File: config.mk
export PLATFORM = sky130hd
export DESIGN_NAME = lhb_ctrl
export DESIGN_NICKNAME = d
export VERILOG_FILES = /design/src/rtl/lhb_pkg.sv /design/src/rtl/lhb_ctrl.sv
export SDC_FILE = /design/constraint.sdc
export NUM_CORES = 1
export LEC_CHECK = 0
export ABC_AREA = 1
export ABC_CLOCK_PERIOD_IN_PS = 1600
export BUFFER_PORTS_ARGS = -buffer_cell sky130_fd_sc_hd__buf_2
export CORE_MARGIN = 3
export CORE_UTILIZATION = 48
export CTS_BUF_LIST = sky130_fd_sc_hd__clkbuf_2
export CTS_CLUSTER_SIZE = 8
export DETAILED_ROUTE_END_ITERATION = 16
export PLACE_DENSITY = 0.76
export SYNTH_ARGS = -nofsm -noshare
export SYNTH_HDL_FRONTEND = slang
export SYNTH_SLANG_ARGS = --single-unit
File: constraint.sdc
create_clock -name clk -period 1.6 [get_ports clk]
set_input_delay 0.24 -clock clk [delete_from_list [all_inputs] [get_ports clk]]
set_output_delay 0.24 -clock clk [all_outputs]
set_load 0.01 [all_outputs]
File: src/rtl/lhb_pkg.sv
package lhb_pkg;

	// Field and register widths
	localparam int ACT_W     = 2;
	localparam int DUR_W     = 40;
	localparam int PCT_W     = 7;
	localparam int IDX_W     = 11;
	localparam int WID_W     = 10;
	localparam int HITS_W    = 32;
	localparam int TIME_W    = 48;
	localparam int CFG_IDX_W = 2;
	localparam int CFG_W     = 11;

	localparam int MAX_BINS_DEF = 1024;

	// Divider: the divisor is at least 1000 (> 2^9), so a 40-bit duration
	// yields a quotient below 2^31. The remainder stays below 1023 * 1000.
	localparam int US_PER_MS = 1000;
	localparam int Q_W       = 31;
	localparam int DIVR_W    = 20;
	localparam int DIV_STEPS = Q_W;
	localparam int CNT_W     = $clog2(DIV_STEPS);
	localparam int LOG_W     = 5;

	// Register reset values
	localparam logic [IDX_W-1:0] LIMIT_RST = IDX_W'(100);
	localparam logic [WID_W-1:0] WIDTH_RST = WID_W'(100);
	localparam logic             LOG_RST   = 1'b0;
	localparam logic [PCT_W-1:0] PCT_RST   = PCT_W'(5);

	// Action codes
	localparam logic [ACT_W-1:0] ACT_RECORD = 2'd0;
	localparam logic [ACT_W-1:0] ACT_CLEAR  = 2'd1;
	localparam logic [ACT_W-1:0] ACT_READ   = 2'd2;

	// Register indexes
	localparam logic [CFG_IDX_W-1:0] REG_BIN_LIMIT  = 2'd0;
	localparam logic [CFG_IDX_W-1:0] REG_BIN_WIDTH  = 2'd1;
	localparam logic [CFG_IDX_W-1:0] REG_LOG_MODE   = 2'd2;
	localparam logic [CFG_IDX_W-1:0] REG_SAMPLE_PCT = 2'd3;

	typedef enum logic [3:0] {
		ST_IDLE,
		ST_DIV,
		ST_LOGI,
		ST_LOG,
		ST_BIN,
		ST_FETCH,
		ST_UPD,
		ST_READ,
		ST_RDOUT,
		ST_CLEAR
	} state_t;

	typedef struct packed {
		logic load;
		logic div_step;
		logic log_init;
		logic log_step;
		logic bin_sel;
		logic ram_rd;
		logic upd;
		logic res_zero;
		logic res_read;
		logic clr_init;
		logic clr_step;
	} dp_cmd_t;

	typedef struct packed {
		logic [ACT_W-1:0] act;
		logic             keep;
		logic             log_mode;
		logic             div_last;
		logic             log_done;
		logic             clr_last;
	} dp_sts_t;

endpackage

File: src/rtl/lhb_ctrl.sv
module lhb_ctrl (
	input  logic             clk,
	input  logic             arst_n,
	input  logic             start,
	input  logic             cfg_we,
	output logic             busy,
	input  lhb_pkg::dp_sts_t sts,
	output lhb_pkg::dp_cmd_t cmd
);
	import lhb_pkg::*;

	state_t state_q, state_d;
	logic   rpt_q, rpt_d;

	always_ff @(posedge clk or negedge arst_n) begin
		if (!arst_n) begin
			state_q <= ST_CLEAR;
			rpt_q   <= 1'b0;
		end else begin
			state_q <= state_d;
			rpt_q   <= rpt_d;
		end
	end

	always_comb begin
		state_d = state_q;
		rpt_d   = rpt_q;
		cmd     = '0;
		busy    = (state_q != ST_IDLE) || cfg_we;
		if (cfg_we) begin
			// any register write wipes the store; no word comes out of it
			cmd.clr_init = 1'b1;
			rpt_d        = 1'b0;
			state_d      = ST_CLEAR;
		end else begin
			case (state_q)
				ST_IDLE: begin
					if (start) begin
						cmd.load = 1'b1;
						case (sts.act)
							ACT_RECORD: begin
								if (sts.keep) begin
									state_d = ST_DIV;
								end else begin
									cmd.res_zero = 1'b1;
								end
							end
							ACT_CLEAR: begin
								cmd.clr_init = 1'b1;
								rpt_d        = 1'b1;
								state_d      = ST_CLEAR;
							end
							ACT_READ: begin
								state_d = ST_READ;
							end
							default: begin
								cmd.res_zero = 1'b1;
							end
						endcase
					end
				end
				ST_DIV: begin
					cmd.div_step = 1'b1;
					if (sts.div_last) begin
						state_d = sts.log_mode ? ST_LOGI : ST_BIN;
					end
				end
				ST_LOGI: begin
					cmd.log_init = 1'b1;
					state_d      = ST_LOG;
				end
				ST_LOG: begin
					if (sts.log_done) begin
						state_d = ST_BIN;
					end else begin
						cmd.log_step = 1'b1;
					end
				end
				ST_BIN: begin
					cmd.bin_sel = 1'b1;
					state_d     = ST_FETCH;
				end
				ST_FETCH: begin
					cmd.ram_rd = 1'b1;
					state_d    = ST_UPD;
				end
				ST_UPD: begin
					cmd.upd = 1'b1;
					state_d = ST_IDLE;
				end
				ST_READ: begin
					cmd.ram_rd = 1'b1;
					state_d    = ST_RDOUT;
				end
				ST_RDOUT: begin
					cmd.res_read = 1'b1;
					state_d      = ST_IDLE;
				end
				ST_CLEAR: begin
					cmd.clr_step = 1'b1;
					if (sts.clr_last) begin
						cmd.res_zero = rpt_q;
						rpt_d        = 1'b0;
						state_d      = ST_IDLE;
					end
				end
				default: begin
					state_d = ST_IDLE;
				end
			endcase
		end
	end

	a_accept_leaves_idle: assert property (@(posedge clk) disable iff (!arst_n)
		(state_q == ST_IDLE && start && !cfg_we && sts.act == ACT_READ)
		|=> state_q == ST_READ)
		else $error("read word accepted but no fetch started");

	a_one_word: assert property (@(posedge clk) disable iff (!arst_n)
		$onehot0({cmd.upd, cmd.res_zero, cmd.res_read}))
		else $error("two result sources in one cycle");
endmodule

==> metrics.log <==
[metrics] source-to-sink clock delay at the later pin of the worst-skew pair: 0.25 ns
[metrics] Placer Congestion: 0.843
[metrics] combined area of the multi-input logic cells: 479 um^2
[metrics] Post-synth top flop: sky130_fd_sc_hd__dfrtp_1
[metrics] total number of yosys warnings: 0
[metrics] CTS Buffer Depth: 2
[metrics] largest net degree at the start of global routing: 11
[metrics] critical path's slowest cell: sky130_fd_sc_hd__dfstp_2
[metrics] Initial Utilization: 53.8%
[metrics] via count: 844
[metrics] Die Y: 42.2 um
[metrics] slack of the critical path: -0.0370 ns
[metrics] data required time at the worst endpoint: 1.36 ns
[metrics] P_leak: 0.000544 uW
[metrics] Slowest Stage Delay on Critical Path: 0.61 ns
[metrics] setup repair after global routing missed its margin: yes
[metrics] share of flip-flops with an asynchronous set or reset after synthesis: 100%
[metrics] ANT cells: 0
[metrics] minimum clock period: 1.64 ns
[metrics] fraction of final layout cells sized beyond drive strength 1: 46.2%
[metrics] synthesized instance count: 107
[metrics] Die ar.: 0.00178 mm^2
[metrics] overall routed net length: 2080 um
[metrics] family with the most delay on the worst path: flip-flops
[metrics] area of the core: 0.00117 mm^2
[metrics] wire length of the first global-routing pass: 3020 um
[metrics] area taken by flip-flops and latches: 129 um^2
[metrics] Syn Nets: 121
[metrics] cell area after synthesis: 631 um^2
[metrics] category of the worst setup path launch point: flop
[metrics] number of synthesized flops with an enable pin: 0
[metrics] hold crit path type: primary input to flop
[metrics] count of boundary I/O pins: 23
[metrics] Max VDD drop: 855 uV
[metrics] average cell area after synthesis: 5.89 um^2
[metrics] vias per inst: 5.38
[metrics] Netlist cell types: 22
[metrics] detailed-route wire length per cell: 13.2 um
[metrics] kind of end point of the critical path: output pin
[metrics] total design power: 1480 uW
[metrics] horizontal die dimension: 42.2 um
[metrics] final hold violation count: 0
[metrics] number of max-capacitance violations reported: 0
[metrics] TritonCTS clock tree: yes
[metrics] Layout Utilization: 79.0%
[metrics] Fill cells: 97
[metrics] GRT Overall Usage: 22.8%
[metrics] number of nets in the layout: 158
[metrics] number of antenna violations at the first check in global routing: 0
[metrics] proportion of synthesized chip area in sequential cells: 20.2%
[metrics] result of the run: complete, but fails checks
[metrics] Clk Tree Root Cell: sky130_fd_sc_hd__clkbuf_2
[metrics] final worst-path cycle share: 102%
[metrics] number of port buffers: 22
[metrics] router iterations before antenna repair: 4
[metrics] cells traversed along the worst timing path: inv_1, nor2_2, nand2_1, nor2_1, buf_2
[metrics] Max Clock Skew: 0.0107 ns
[metrics] endpoint arrival time on the critical path: 1.40 ns
[metrics] worst slew pin tran: 0.242 ns
[metrics] number of max-slew violations in the final report: 0
[metrics] # H-tree levels: 1
[metrics] gr ovfl total: 0
[metrics] critical path buffer and inverter count: 2
[metrics] flops & latches, synth: 5
[metrics] site row count: 12
[metrics] total clock sinks: 5
[metrics] Area Overhead vs Synth: 46.6%
[metrics] DP HPWL: 1350 um
[metrics] final setup violation count: 4
[metrics] failing checks: setup timing
[metrics] Routed Antenna Nets: 0
[metrics] maximum frequency from static timing analysis: 611 MHz
[metrics] total DRC errors in the routed layout: 0
[metrics] vias in the first global route: 750
[metrics] Worst Path Max Fanout: 6
[metrics] initial drt markers: 25
[metrics] worst rel slew slack: 83.9%
[metrics] cts bufs inserted: 3
[metrics] clock-pin slew on the worst setup and hold paths: 0.07 ns
[metrics] Cell Pwr Density: 1600 mW/mm^2
[metrics] path type of the worst setup path: flop to output pin
==> where the power goes <==
group,total [uW],internal [uW],switching [uW]
logic,1060,441,617
registers,290,200,89.8
clock network,134,66.2,67.8
==> worst reg2reg max path, cell delays in order, from the launching register on <==
cell                      delay, ns
sky130_fd_sc_hd__dfrtp_1       0.45
sky130_fd_sc_hd__inv_2         0.10
sky130_fd_sc_hd__nand2_4       0.08
sky130_fd_sc_hd__nor2_4        0.05
sky130_fd_sc_hd__buf_4         0.12
sky130_fd_sc_hd__buf_4         0.13
sky130_fd_sc_hd__buf_4         0.13
sky130_fd_sc_hd__nand2_4       0.06
sky130_fd_sc_hd__nand2_1       0.05
sky130_fd_sc_hd__nor2_1        0.12
sky130_fd_sc_hd__nand2_2       0.08
sky130_fd_sc_hd__nor2_1        0.12
==> cells by family after synthesis <==
| logic type | synth area share [%] |
|---|---|
| and+or+nand+nor | 52.4 |
| buffers and inverters | 13.5 |
| AOI/OAI and AO/OA | 7.94 |
| DFF | 20.2 |
| adders and majority gates | 5.95 |
==> cells in the final DEF (no fill, tap or decap), types with 3 or more instances in the layout <==
cell	count
sky130_fd_sc_hd__nor2_1	19
sky130_fd_sc_hd__buf_2	21
sky130_fd_sc_hd__nor2_2	7
sky130_fd_sc_hd__nand2_1	22
sky130_fd_sc_hd__buf_4	9
sky130_fd_sc_hd__nand2_4	3
sky130_fd_sc_hd__inv_2	3
sky130_fd_sc_hd__nand2_2	5
sky130_fd_sc_hd__inv_1	15
sky130_fd_sc_hd__clkbuf_2	4
sky130_fd_sc_hd__o21ai_0	4
sky130_fd_sc_hd__ha_1	3
sky130_fd_sc_hd__nand3_1	4
sky130_fd_sc_hd__nand3_2	3
==> stage by stage <==
step	setup TNS (ns)	std cells	hold WS (ns)	instance area [um^2]	setup slack, ns
after global placement	0	143	0.0623	754	0.152
after CTS	-0.0211	157	0.259	872	-0.0211
final	-0.0906	157	0.261	925	-0.0370
after detailed placement	0	143	0.0628	754	0.124
after global routing	-0.927	157	0.288	925	-0.139
after floorplan	0	107	-0.0556	631	0.250
==> metal layers <==
| metal | GRT usage [%] | vias up | wire, um |
|---|---|---|---|
| met1 | 23.5 | 379 | 760 |
| met3 | 6.87 | 12 | 164 |
| met2 | 38.9 | 52 | 1050 |
| met4 | 15.5 | 0 | 104 |
| li1 | - | 401 | - |
| met5 | 0 | - | 0 |
==> cell type report <==
type | count | share of cell area (%)
clock buffers | 4 | 2.17
inverters | 19 | 7.98
multi-input cells | 82 | 51.8
flip-flops and latches | 5 | 13.9
well taps | 14 | 1.89
repair buffers | 33 | 22.2
==> synthesized netlist by cell type, types with 2 or more instances <==
cell,count,area share (%)
sky130_fd_sc_hd__nor2_1,22,13
sky130_fd_sc_hd__nor2_2,4,4.0
sky130_fd_sc_hd__nand4_1,2,2.0
sky130_fd_sc_hd__ha_1,3,6.0
sky130_fd_sc_hd__nand2_2,5,5.0
sky130_fd_sc_hd__inv_1,17,10
sky130_fd_sc_hd__o21ai_0,4,3.2
sky130_fd_sc_hd__nor2_4,2,3.6
sky130_fd_sc_hd__a21oi_1,2,1.6
sky130_fd_sc_hd__nand2_1,24,14
sky130_fd_sc_hd__nand3_1,8,6.3
sky130_fd_sc_hd__dfstp_2,2,8.3
sky130_fd_sc_hd__dfrtp_1,3,12
==> flip-flops by register name, summed over array words and instances (netlist names) <==
| register | flops |
|---|---|
| rpt_q | 1 |
| state_q | 4 |
==> path summary, 6_finish.rpt <==
path / startpoint / endpoint / cells after the start / slack (ns)
worst max-delay path: state_q[0]$_DFFE_PN1P_ / cmd[9] / 5 / -0.04
worst min-delay path: sts[0] / rpt_q$_DFFE_PN0P_ / 4 / 0.26
worst max register to register: state_q[2]$_DFFE_PN0P_ / state_q[2]$_DFFE_PN0P_ / 11 / 0.03
worst min register to register: rpt_q$_DFFE_PN0P_ / rpt_q$_DFFE_PN0P_ / 2 / 0.53
max in group asynchronous: arst_n / state_q[3]$_DFFE_PN1P_ / 2 / 1.05
min in group asynchronous: arst_n / rpt_q$_DFFE_PN0P_ / 2 / 0.33
==> repair_timing <==
item,CTS,global route
pin swaps,6,3
setup endpoints to repair,3,15
setup buffers,9,0
gates resized for setup,6,13
endpoints found under the hold margin,5,0
hold buffers,1,0
Power figures use the tool's default switching activity.
